File: config.mk
export PLATFORM = sky130hd
export DESIGN_NAME = rhc_front
export DESIGN_NICKNAME = d
export VERILOG_FILES = /design/src/rtl/rhc_pkg.sv /design/src/rtl/rhc_front.sv
export SDC_FILE = /design/constraint.sdc
export NUM_CORES = 1
export LEC_CHECK = 0
export ABC_CLOCK_PERIOD_IN_PS = 30300
export BUFFER_PORTS_ARGS = -buffer_cell sky130_fd_sc_hd__buf_2
export CAP_MARGIN = 20
export CORE_MARGIN = 2
export CORE_UTILIZATION = 46
export DETAILED_ROUTE_END_ITERATION = 10
export PLACE_DENSITY = 0.65
export SYNTH_ARGS = -nofsm -noshare
export SYNTH_HDL_FRONTEND = slang
export SYNTH_SLANG_ARGS = --single-unit
File: constraint.sdc
create_clock -name clock -period 30.3 [get_ports clock]
set_input_delay 4.545 -clock clock [delete_from_list [all_inputs] [get_ports clock]]
set_output_delay 4.545 -clock clock [all_outputs]
set_load 0.03 [all_outputs]
File: src/rtl/rhc_pkg.sv
package rhc_pkg;

   localparam int unsigned MAX_BITS     = 16;
   localparam int unsigned SECTOR_UNITS = 3840;
   localparam int unsigned TURN_UNITS   = 23040;
   localparam int unsigned HUE_BITS     = 15;

   typedef enum logic [1:0] {
      SECTOR_RED   = 2'd0,
      SECTOR_GREEN = 2'd1,
      SECTOR_BLUE  = 2'd2,
      SECTOR_GREY  = 2'd3
   } sector_type;

   typedef struct packed {
      logic [15:0] red;
      logic [15:0] green;
      logic [15:0] blue;
   } req_type;

   typedef struct packed {
      logic [14:0] hue;
      logic [15:0] saturation;
      logic [15:0] brightness;
   } rsp_type;

   // Classified sample handed from the front part to the back part.
   typedef struct packed {
      sector_type  sector;
      logic [15:0] maxv;
      logic [15:0] delta;
      logic        neg;
      logic [15:0] mag;
   } cls_type;

endpackage

File: src/rtl/rhc_front.sv
module rhc_front import rhc_pkg::*; #(
   parameter int unsigned CHANNEL_BITS = 16
) (
   input  logic    clock,
   input  logic    reset,
   input  logic    in_valid,
   input  req_type in_data,
   output logic    out_valid,
   output cls_type out_data
);

   logic [CHANNEL_BITS-1:0] r, g, b, mx, mn, da, db;
   logic                    valid_ff;
   cls_type                 data_ff, data_in;

   always_comb begin
      r  = in_data.red[CHANNEL_BITS-1:0];
      g  = in_data.green[CHANNEL_BITS-1:0];
      b  = in_data.blue[CHANNEL_BITS-1:0];
      mx = r;
      mn = r;
      if (g > mx) mx = g;
      if (b > mx) mx = b;
      if (g < mn) mn = g;
      if (b < mn) mn = b;
      data_in.maxv  = 16'(mx);
      data_in.delta = 16'(mx - mn);
      if (mx == mn) begin
         data_in.sector = SECTOR_GREY;
         da = r;
         db = r;
      end else if (mx == r) begin
         data_in.sector = SECTOR_RED;
         da = g;
         db = b;
      end else if (mx == g) begin
         data_in.sector = SECTOR_GREEN;
         da = b;
         db = r;
      end else begin
         data_in.sector = SECTOR_BLUE;
         da = r;
         db = g;
      end
      data_in.neg = (da < db);
      data_in.mag = data_in.neg ? 16'(db - da) : 16'(da - db);
   end

   always_ff @(posedge clock) begin
      if (reset) begin
         valid_ff <= 1'b0;
      end else begin
         valid_ff <= in_valid;
      end
      data_ff <= data_in;
   end

   assign out_valid = valid_ff;
   assign out_data  = data_ff;

endmodule

==> results.md, run 1 <==
Logic synthesis
• ha_1 — library cell occupying the most area in the post-synthesis netlist
• 7.68 um^2 — synthesized area divided by synthesized cell count
• 0.171 — Synth top area share
• 0 — number of synthesized flops with an enable pin
• 0.154 — part of the Yosys area used for sequential elements
• 0 — Yosys warning total
• 95 x a21oi_1, 92 x ha_1, 75 x nor2_1 — synth cell count leaders
• dfxtp_1 — top flip-flop cell by instance count after synthesis
• 66 — post-synthesis cell type count
• 1025 — net count of the mapped netlist
• a21oi_1 — most used standard cell by instance count after synthesis
• 0 — post-synthesis async set-or-reset flop share
• ha_1 17%, dfxtp_1 15%, a21oi_1 7.0% — cell types with the largest area share after synthesis
• 52 — register bit count reported by yosys
• 6750 um^2 — combined area of all synthesized cells
• 879 — synthesized instance count

Worst setup path
• out_data[9]$_DFF_P_ — end of the critical path
• ha_1 — most prevalent standard cell on the critical path
• 59 — critical path fanouts, max
• input pin to register — type of the setup path with the least slack
• and2_2 — slowest cell on the critical path
• 15.48 ns — signal arrival time at the worst endpoint
• 30.52 ns — data required time of the critical path
• in_data[46] — worst setup path startpoint
• input pin — crit path launch type
• 0.90 ns — delay contributed by the slowest stage of the critical path
• register — CP endpoint kind

Drt
• 0 — detailed-route DRC error count
• 6.01 — number of vias per cell after detailed routing
• 0 — number of nets with antenna violations after routing
• 20800 um — total detailed-routing wirelength
• 6625 — total number of vias
• 7 — Pre-antenna DRT Iters
• 18.8 um — WL per Instance
• 464 — violation count after the first detailed-route iteration

Timing
• 0.970 ns — slew at the pin closest to its max-slew limit
• 0 — setup violation total in the final timing report
• no — RSZ-0062 raised after global routing
• 15.04 ns — post-route setup slack
• 0 — fin. max-slew vios
• 15.26 ns — minimum clock period after layout
• 0.504 — portion of the clock cycle consumed by the worst path in the final layout
• 0 — number of hold violations in the final report
• 0.353 — worst rel slew slack
• 0 ns — setup total negative slack
• 65.5 MHz — Max Freq
• 4.39 ns — post-route worst hold slack

Global routing
• 32500 um — first-pass GRT wire length
• 6186 — via count of the first global-routing pass
• 0.258 — Total Routing Usage GR
• 1 — number of antenna violations at the first check in global routing
• 0 — total gr overflow
• 60 — largest net degree at the start of global routing

Placed design
• 102 — input/output buffers
• 1095 — placed cell count
• 0.980 — routability congestion estimate from global placement
• 14.83 ns — Setup Slack @ Placement
• 16400 um — HPWL after detailed placement
• 7230 um^2 — dpl cell area

Clock network
• 5 — Num CTS Buffers
• built — clock tree from TritonCTS
• 0 — number of buffers added to fix hold violations after cts
• 2 — H-tree lvl count
• 0 — Post-CTS Setup Inserts
• clkbuf_16 — root buf cell
• 0 — number of instances resized during post-cts repair
• 52 — Clock Sink Count
• 0.08 ns — clock slew at the register clock pins of the worst setup and hold paths
• 2 — maximum number of buffers from clock root to sink

Floorplanning
• 15700 um^2 — die area
• 103 — top-level I/O count
• 14400 um^2 — Std-Cell Core Area
• 44 — number of standard-cell rows in the floorplan
• 125 um — Horiz. Die Dim
• 125 um — die span in y
• 0.468 — effective utilization at floorplan

Job
• 0 — number of maximum-capacitance constraint violations

Layout
• 7380 um^2 — Design Area, Final
• 9.33% — area grow syn2layout
• 1103 — number of standard cells in the layout, taps in and fillers out
• 0 — antenna fix cells
• 1064 — total number of nets in the final design
• 0.511 — Util after Layout
• 0.161 — proportion of layout cells with a drive suffix above 1
• 1466 — Fill cells

Power and ir drop
• 641 uW — power consumption
• 0.0000702 V — Peak VDD IR
• 3.41 nW — Static Leak
• 86.9 nW/um^2 — Power Dens Cells

Outcome
• finished clean — result of the run

Worst hold path
• input pin to register — worst hold path class

## layer usage
| metal | GRT usage | routed length (um) |
|---|---|---|
| met5 | 0 | 16 |
| met4 | 0.116 | 902 |
| met3 | 0.0359 | 1270 |
| met2 | 0.406 | 9020 |
| met1 | 0.352 | 9570 |
## cells by family (layout without fill, tap and decap cells)
logic type,Yosys count,in the layout,synth area share
compound gates,296,296,0.300
xor+xnor,68,68,0.0894
fa+ha+maj,95,95,0.180
buf+inv,129,169,0.0742
flops,52,52,0.154
mux,39,39,0.0618
simple gates,200,200,0.141
## where the power goes
group	leakage, nW	internal (mW)	switching, mW
Sequential	0.438	0.100	0.00595
Combinational	2.90	0.180	0.294
Clock	0.0742	0.0311	0.0306
## state kept, by name, indices dropped and copies added (netlist names)
name	cells
out_data	51
out_valid	1
## cell type report
class / count / area, um^2 / share of cell area
clock inverters: 3 / 22.5 / 0.00305
inverters: 55 / 206 / 0.0280
flip-flops and latches: 52 / 1040 / 0.141
multi-input cells: 698 / 5210 / 0.706
well taps: 184 / 230 / 0.0312
clock buffers: 5 / 125 / 0.0170
repair buffers: 106 / 541 / 0.0733
## worst min-delay path by stage
| stage | startpoint | to | slack [ns] | cells after the start |
|---|---|---|---|---|
| 3_5_place_dp | reset | out_valid$_SDFF_PP0_ | 4.71 | 2 |
| 3_3_place_gp | reset | out_valid$_SDFF_PP0_ | 4.70 | 2 |
| 6_report | reset | out_valid$_SDFF_PP0_ | 4.39 | 2 |
| 2_1_floorplan | reset | out_valid$_SDFF_PP0_ | 4.62 | 1 |
| 4_1_cts | reset | out_valid$_SDFF_PP0_ | 4.39 | 2 |
| 5_1_grt | reset | out_valid$_SDFF_PP0_ | 4.38 | 2 |
## worst max-delay path: cells and delay by family
kind | cells | cell delay, ns
AO/OA/AOI/OAI | 14 | 3.52
adder cells (fa/ha/maj) | 4 | 1.46
buffers and inverters | 5 | 0.93
multiplexers | 1 | 0.23
AND/OR/NAND/NOR | 12 | 4.74
## cells in the final DEF, fill, tap and decap left out, types with 5 or more instances in the layout
cell and count:
buf_2 102, xor2_1 49, or3_1 5, nand2_1 41, o21a_1 5, o22ai_1 33
xnor2_1 18, and2_1 8, dfxtp_1 52, a21o_1 24, a31oi_1 5, nor2b_1 10
mux2i_1 21, a21oi_1 94, ha_1 92, o211ai_1 6, nand3_1 12, mux2_2 17
nor3_1 6, o22a_1 43, inv_1 54, o21ai_0 29, nor4_1 15, nor2_1 75
a211oi_1 11, nand4_1 17, clkbuf_16 5
(Power assumes the default switching activity.)
==> run 2, diff against run 1 <==
--- a/config.mk
+++ b/config.mk
@@ -5,7 +5,7 @@
 export SDC_FILE = /design/constraint.sdc
 export NUM_CORES = 1
 export LEC_CHECK = 0
-export ABC_CLOCK_PERIOD_IN_PS = 30300
+export ABC_CLOCK_PERIOD_IN_PS = 15400
 export BUFFER_PORTS_ARGS = -buffer_cell sky130_fd_sc_hd__buf_2
 export CAP_MARGIN = 20
 export CORE_MARGIN = 2
==> constraint.sdc (replaced) <==
create_clock -name clock -period 15.4 [get_ports clock]
set_input_delay 2.31 -clock clock [delete_from_list [all_inputs] [get_ports clock]]
set_output_delay 2.31 -clock clock [all_outputs]
set_load 0.03 [all_outputs]
==> results.md, run 2 (synthesis results as in run 1) <==
Outcome
• finished clean — result of the run

Timing
• 0.371 — worst rel slew slack, +0.0178
• 0 — setup violation total in the final timing report, unchanged
• 0 ns — setup total negative slack, unchanged
• no — RSZ-0062 raised after global routing
• 0.850 — portion of the clock cycle consumed by the worst path in the final layout
• 2.32 ns — post-route setup slack, -12.73 ns
• 13.08 ns — minimum clock period after layout
• 0 — number of hold violations in the final report, unchanged
• 0.937 ns — slew at the pin closest to its max-slew limit, -0.0330 ns
• 76.4 MHz — Max Freq
• 0 — fin. max-slew vios, unchanged

Global routing
• 32800 um — first-pass GRT wire length, +0.66%
• 1 — number of antenna violations at the first check in global routing, unchanged
• 0 — total gr overflow, unchanged
• 60 — largest net degree at the start of global routing, unchanged
• 6105 — via count of the first global-routing pass, -1.3%
• 0.259 — Total Routing Usage GR, +0.000855

Clock network
• built — clock tree from TritonCTS
• 0 — number of instances resized during post-cts repair, unchanged
• 0 — Post-CTS Setup Inserts, unchanged
• 0.08 ns — clock slew at the register clock pins of the worst setup and hold paths, about the same
• 52 — Clock Sink Count, unchanged
• 5 — Num CTS Buffers, unchanged
• 2 — H-tree lvl count, unchanged
• clkbuf_16 — root buf cell
• 0 — number of buffers added to fix hold violations after cts, unchanged
• 2 — maximum number of buffers from clock root to sink, unchanged

Drt
• 0 — detailed-route DRC error count, unchanged
• 6605 — total number of vias, -0.30%
• 20800 um — total detailed-routing wirelength, about the same
• 18.8 um — WL per Instance, -0.17%
• 5.98 — number of vias per cell after detailed routing, -0.39%
• 523 — violation count after the first detailed-route iteration, +13%
• 0 — number of nets with antenna violations after routing, unchanged
• 5 — Pre-antenna DRT Iters, -2

Power and ir drop
• 0.000129 V — Peak VDD IR, +84%
• 3.42 nW — Static Leak, +0.16%
• 0.514 — net switching share of the total power, -0.000814
• 612 uW — internal power, +97%
• 0.166 — sequential share of power, about the same
• 0.738 — combinational power share, about the same
• 171 nW/um^2 — Power Dens Cells, +96%
• 0.096 — clock group share of total power, about the same
• 648 uW — net switching component of the power, +96%

Layout
• buf_2 — most common cell after layout, fill and taps aside
• 51 — flip-flop count of the largest register, all copies and words added, unchanged
• 7380 um^2 — Design Area, Final, +0.10%
• 0 — antenna fix cells, unchanged
• 9.44% — area grow syn2layout
• 0.162 — proportion of layout cells with a drive suffix above 1, +0.000912
• 102 x buf_2, 94 x a21oi_1, 92 x ha_1 — top library cells by usage in the layout, fill and taps aside
• 1065 — total number of nets in the final design, +0.094%

Placed design
• 102 — input/output buffers, unchanged
• 7240 um^2 — dpl cell area, +0.10%
• 0.966 — routability congestion estimate from global placement, -1.4%
• 16400 um — HPWL after detailed placement, -0.22%
• 2.20 ns — Setup Slack @ Placement, -12.63 ns

Worst setup path
• 0.78 ns — delay contributed by the slowest stage of the critical path, -0.12 ns
• and2_1 — slowest cell on the critical path
• ha_1 — most prevalent standard cell on the critical path
• input pin to register — type of the setup path with the least slack
• 13.30 ns — signal arrival time at the worst endpoint, -2.18 ns
• 59 — critical path fanouts, max, unchanged
• input pin — crit path launch type
• 5 — number of buffer and inverter stages on the critical path, unchanged
• register — CP endpoint kind
• 15.62 ns — data required time of the critical path, -14.90 ns
• simple AND/OR/NAND/NOR gates — Worst path top cell family by delay

Floorplanning
• 103 — top-level I/O count, unchanged
• 15700 um^2 — die area, unchanged
• 0.468 — effective utilization at floorplan, unchanged
• 14400 um^2 — Std-Cell Core Area, unchanged
• 125 um — die span in y, unchanged
• 125 um — Horiz. Die Dim, unchanged
• 44 — number of standard-cell rows in the floorplan, unchanged

Worst hold path
• input pin to register — worst hold path class

Job
• 0 — number of maximum-capacitance constraint violations, unchanged

## run 2: final cells by class
class / count / area [um^2]
inverters: 55 / 206
fillers: 1442 / 7040
flip-flops and latches: 52 / 1040
clock inverters: 3 / 22.5
clock buffers: 5 / 125
well taps: 184 / 230
repair buffers: 107 / 548
multi-input cells: 698 / 5210
## run 2: metal layers
| layer | GRT usage | routed length, um | vias to the layer above |
|---|---|---|---|
| met3 | 0.0385 | 1230 | 35 |
| met2 | 0.417 | 9260 | 244 |
| met5 | 0 | 16 | - |
| met4 | 0.0791 | 465 | 2 |
| met1 | 0.359 | 9790 | 3052 |
| li1 | - | - | 3272 |
## run 2: worst paths after layout
kind	startpoint	to	slack, ns	cells after the start
max	in_data[46]	out_data[15]$_DFF_P_	2.32	36
min	reset	out_valid$_SDFF_PP0_	2.15	2
## run 2: metrics by stage
step | hold WS, ns | utilization | total power, mW | std cells
final | 2.15 | 0.512 | 1.26 | 1104
after global routing | 2.14 | 0.512 | 1.36 | 1104
after CTS | 2.15 | 0.512 | 1.26 | 1104
after detailed placement | 2.47 | 0.502 | 1.13 | 1096
after global placement | 2.47 | 0.502 | 1.13 | 1096
after floorplan | 2.38 | - | 0.919 | 879
## run 2: power by group through the flow
stage,Sequential [mW],Combinational (mW),Clock (mW)
floorplan,0.330,0.588,0
global placement,0.212,0.917,0
detailed placement,0.212,0.916,0
CTS,0.210,0.923,0.125
global route,0.214,1.02,0.132
finish,0.209,0.930,0.121
==> run 3, diff against run 2 <==
--- a/config.mk
+++ b/config.mk
@@ -5,13 +5,13 @@
 export SDC_FILE = /design/constraint.sdc
 export NUM_CORES = 1
 export LEC_CHECK = 0
-export ABC_CLOCK_PERIOD_IN_PS = 15400
+export ABC_CLOCK_PERIOD_IN_PS = 10500
 export BUFFER_PORTS_ARGS = -buffer_cell sky130_fd_sc_hd__buf_2
 export CAP_MARGIN = 20
 export CORE_MARGIN = 2
 export CORE_UTILIZATION = 46
 export DETAILED_ROUTE_END_ITERATION = 10
-export PLACE_DENSITY = 0.65
+export PLACE_DENSITY = 0.67
 export SYNTH_ARGS = -nofsm -noshare
 export SYNTH_HDL_FRONTEND = slang
 export SYNTH_SLANG_ARGS = --single-unit
==> constraint.sdc (replaced) <==
create_clock -name clock -period 10.5 [get_ports clock]
set_input_delay 1.575 -clock clock [delete_from_list [all_inputs] [get_ports clock]]
set_output_delay 1.575 -clock clock [all_outputs]
set_load 0.03 [all_outputs]
==> results.md, run 3 (synthesis results as in run 1) <==
Outcome
• finished clean — result of the run

Drt
• 5 — Pre-antenna DRT Iters, unchanged
• 20800 um — total detailed-routing wirelength, +0.27%
• 517 — violation count after the first detailed-route iteration, -1.1%
• 0 — detailed-route DRC error count, unchanged
• 5.96 — number of vias per cell after detailed routing, -0.35%
• 6826 — total number of vias, +3.3%
• 0 — number of nets with antenna violations after routing, unchanged
• 18.2 um — WL per Instance, -3.3%

Clock network
• 2 — H-tree lvl count, unchanged
• clkbuf_16 — root buf cell
• 5 — Num CTS Buffers, unchanged
• 52 — Clock Sink Count, unchanged
• 0 — Post-CTS Setup Inserts, unchanged
• 2 — maximum number of buffers from clock root to sink, unchanged
• 0.07 ns — clock slew at the register clock pins of the worst setup and hold paths, about the same
• built — clock tree from TritonCTS

Global routing
• 44 — largest net degree at the start of global routing, -27%
• 1 — number of antenna violations at the first check in global routing, unchanged
• 6331 — via count of the first global-routing pass, +3.7%
• 32800 um — first-pass GRT wire length, unchanged
• 0 — total gr overflow, unchanged
• 0.257 — Total Routing Usage GR, -0.00227

Worst setup path
• 10.25 ns — signal arrival time at the worst endpoint, -3.05 ns
• input pin — crit path launch type
• register — CP endpoint kind
• 10.70 ns — data required time of the critical path, -4.92 ns
• in_data[47] — worst setup path startpoint
• input pin to register — type of the setup path with the least slack
• out_data[9]$_DFF_P_ — end of the critical path
• 15 — critical path fanouts, max, -75%
• 0.57 ns — delay contributed by the slowest stage of the critical path, -0.21 ns
• or4_4 — slowest cell on the critical path

Timing
• 0.559 ns — slew at the pin closest to its max-slew limit, -0.378 ns
• 0 — setup violation total in the final timing report, unchanged
• no — RSZ-0062 raised after global routing
• 0.448 ns — post-route setup slack, -1.87 ns
• 0 — fin. max-slew vios, unchanged
• 0.957 — portion of the clock cycle consumed by the worst path in the final layout
• 10.05 ns — minimum clock period after layout
• 0.618 — worst rel slew slack, +0.246
• 0 — number of hold violations in the final report, unchanged
• 0 ns — setup total negative slack, unchanged
• 99.5 MHz — Max Freq

Job
• 0 — number of maximum-capacitance constraint violations, unchanged

Layout
• 102 x buf_2, 94 x a21oi_1, 92 x ha_1 — top library cells by usage in the layout, fill and taps aside
• 0 — antenna fix cells, unchanged
• buf_2 — most common cell after layout, fill and taps aside
• 0.204 — proportion of layout cells with a drive suffix above 1, +0.0420
• 15.0% — area grow syn2layout
• 1145 — number of standard cells in the layout, taps in and fillers out, +3.7%
• 51 — flip-flop count of the largest register, all copies and words added, unchanged
• 1106 — total number of nets in the final design, +3.8%

Floorplanning
• 14400 um^2 — Std-Cell Core Area, unchanged
• 44 — number of standard-cell rows in the floorplan, unchanged
• 125 um — die span in y, unchanged
• 103 — top-level I/O count, unchanged
• 15700 um^2 — die area, unchanged
• 0.468 — effective utilization at floorplan, unchanged
• 125 um — Horiz. Die Dim, unchanged

Placed design
• 1.02 — routability congestion estimate from global placement, +6.1%
• -0.129 ns — Setup Slack @ Placement, -2.33 ns
• 102 — input/output buffers, unchanged
• 17000 um — HPWL after detailed placement, +3.8%
• 1137 — placed cell count, +3.7%

Power and ir drop
• 3.62 nW — Static Leak, +6.0%
• 246 nW/um^2 — Power Dens Cells, +44%
• 0.000169 V — Peak VDD IR, +31%
• 1.91 mW — power consumption, +51%

Worst hold path
• input pin to register — worst hold path class

[run 3: cell types whose count changed in the layout (fill, tap and decap cells not counted), sizes merged]
cell | before | now
inv | 56 | 55
buf | 107 | 148
clkbuf | 5 | 6
clkinv | 2 | 1
clkinvlp | 0 | 1
[run 3: through the flow]
step                hold slack [ns]  instance area [um^2]   util
finish                         1.43                  7760  0.538
detailed placement             1.74                  7570  0.525
global placement               1.74                  7570  0.525
CTS                            1.42                  7710  0.535
global route                   1.42                  7760  0.538
floorplan                      1.65                  6760      -
[run 3: worst min path at each step]
| stage | startpoint | endpoint | slack (ns) | depth (start not counted) |
|---|---|---|---|---|
| after floorplan | reset | out_valid$_SDFF_PP0_ | 1.65 | 1 |
| after global placement | reset | out_valid$_SDFF_PP0_ | 1.74 | 2 |
| after detailed placement | reset | out_valid$_SDFF_PP0_ | 1.74 | 2 |
| after CTS | reset | out_valid$_SDFF_PP0_ | 1.42 | 2 |
| after global routing | reset | out_valid$_SDFF_PP0_ | 1.42 | 2 |
| final | reset | out_valid$_SDFF_PP0_ | 1.43 | 2 |
[run 3: metal layers]
metal	part of all wire	GRT usage	up-vias	wire length, um
li1	-	-	3363	-
met3	0.061	0.0389	51	1260
met5	0.00072	0	-	15
met4	0.038	0.103	2	790
met2	0.45	0.409	276	9290
met1	0.45	0.349	3134	9460
[run 3: power by group]
group / internal (mW) / switching [mW] / leakage (nW) / total [mW]
registers: 0.289 / 0.0171 / 0.438 / 0.306
logic: 0.571 / 0.860 / 3.12 / 1.43
clock network: 0.0892 / 0.0799 / 0.0671 / 0.169
total: 0.950 / 0.957 / 3.62 / 1.91
[run 3: cell type report]
| type | count | area (um^2) |
|---|---|---|
| Fill cell | 1409 | 6670 |
| Multi-Input combinational cell | 698 | 5250 |
| Sequential cell | 52 | 1040 |
| Timing Repair Buffer | 148 | 885 |
| Tap cell | 184 | 230 |
| Inverter | 55 | 206 |
| Clock buffer | 6 | 129 |
| Clock inverter | 2 | 16.3 |
[run 3: timing repair]
item	4_1_cts	5_1_grt
endpoints found under the setup margin	0	6
hold buffers	0	0
resized for setup	0	9
[run 3: worst max-delay path: cells and delay by family]
family                   cells  cell delay (ns)
multiplexers                 1             0.25
AND/OR/NAND/NOR             10             2.64
buffers and inverters        6             0.93
adder cells (fa/ha/maj)      4             1.31
AO/OA/AOI/OAI               16             3.51
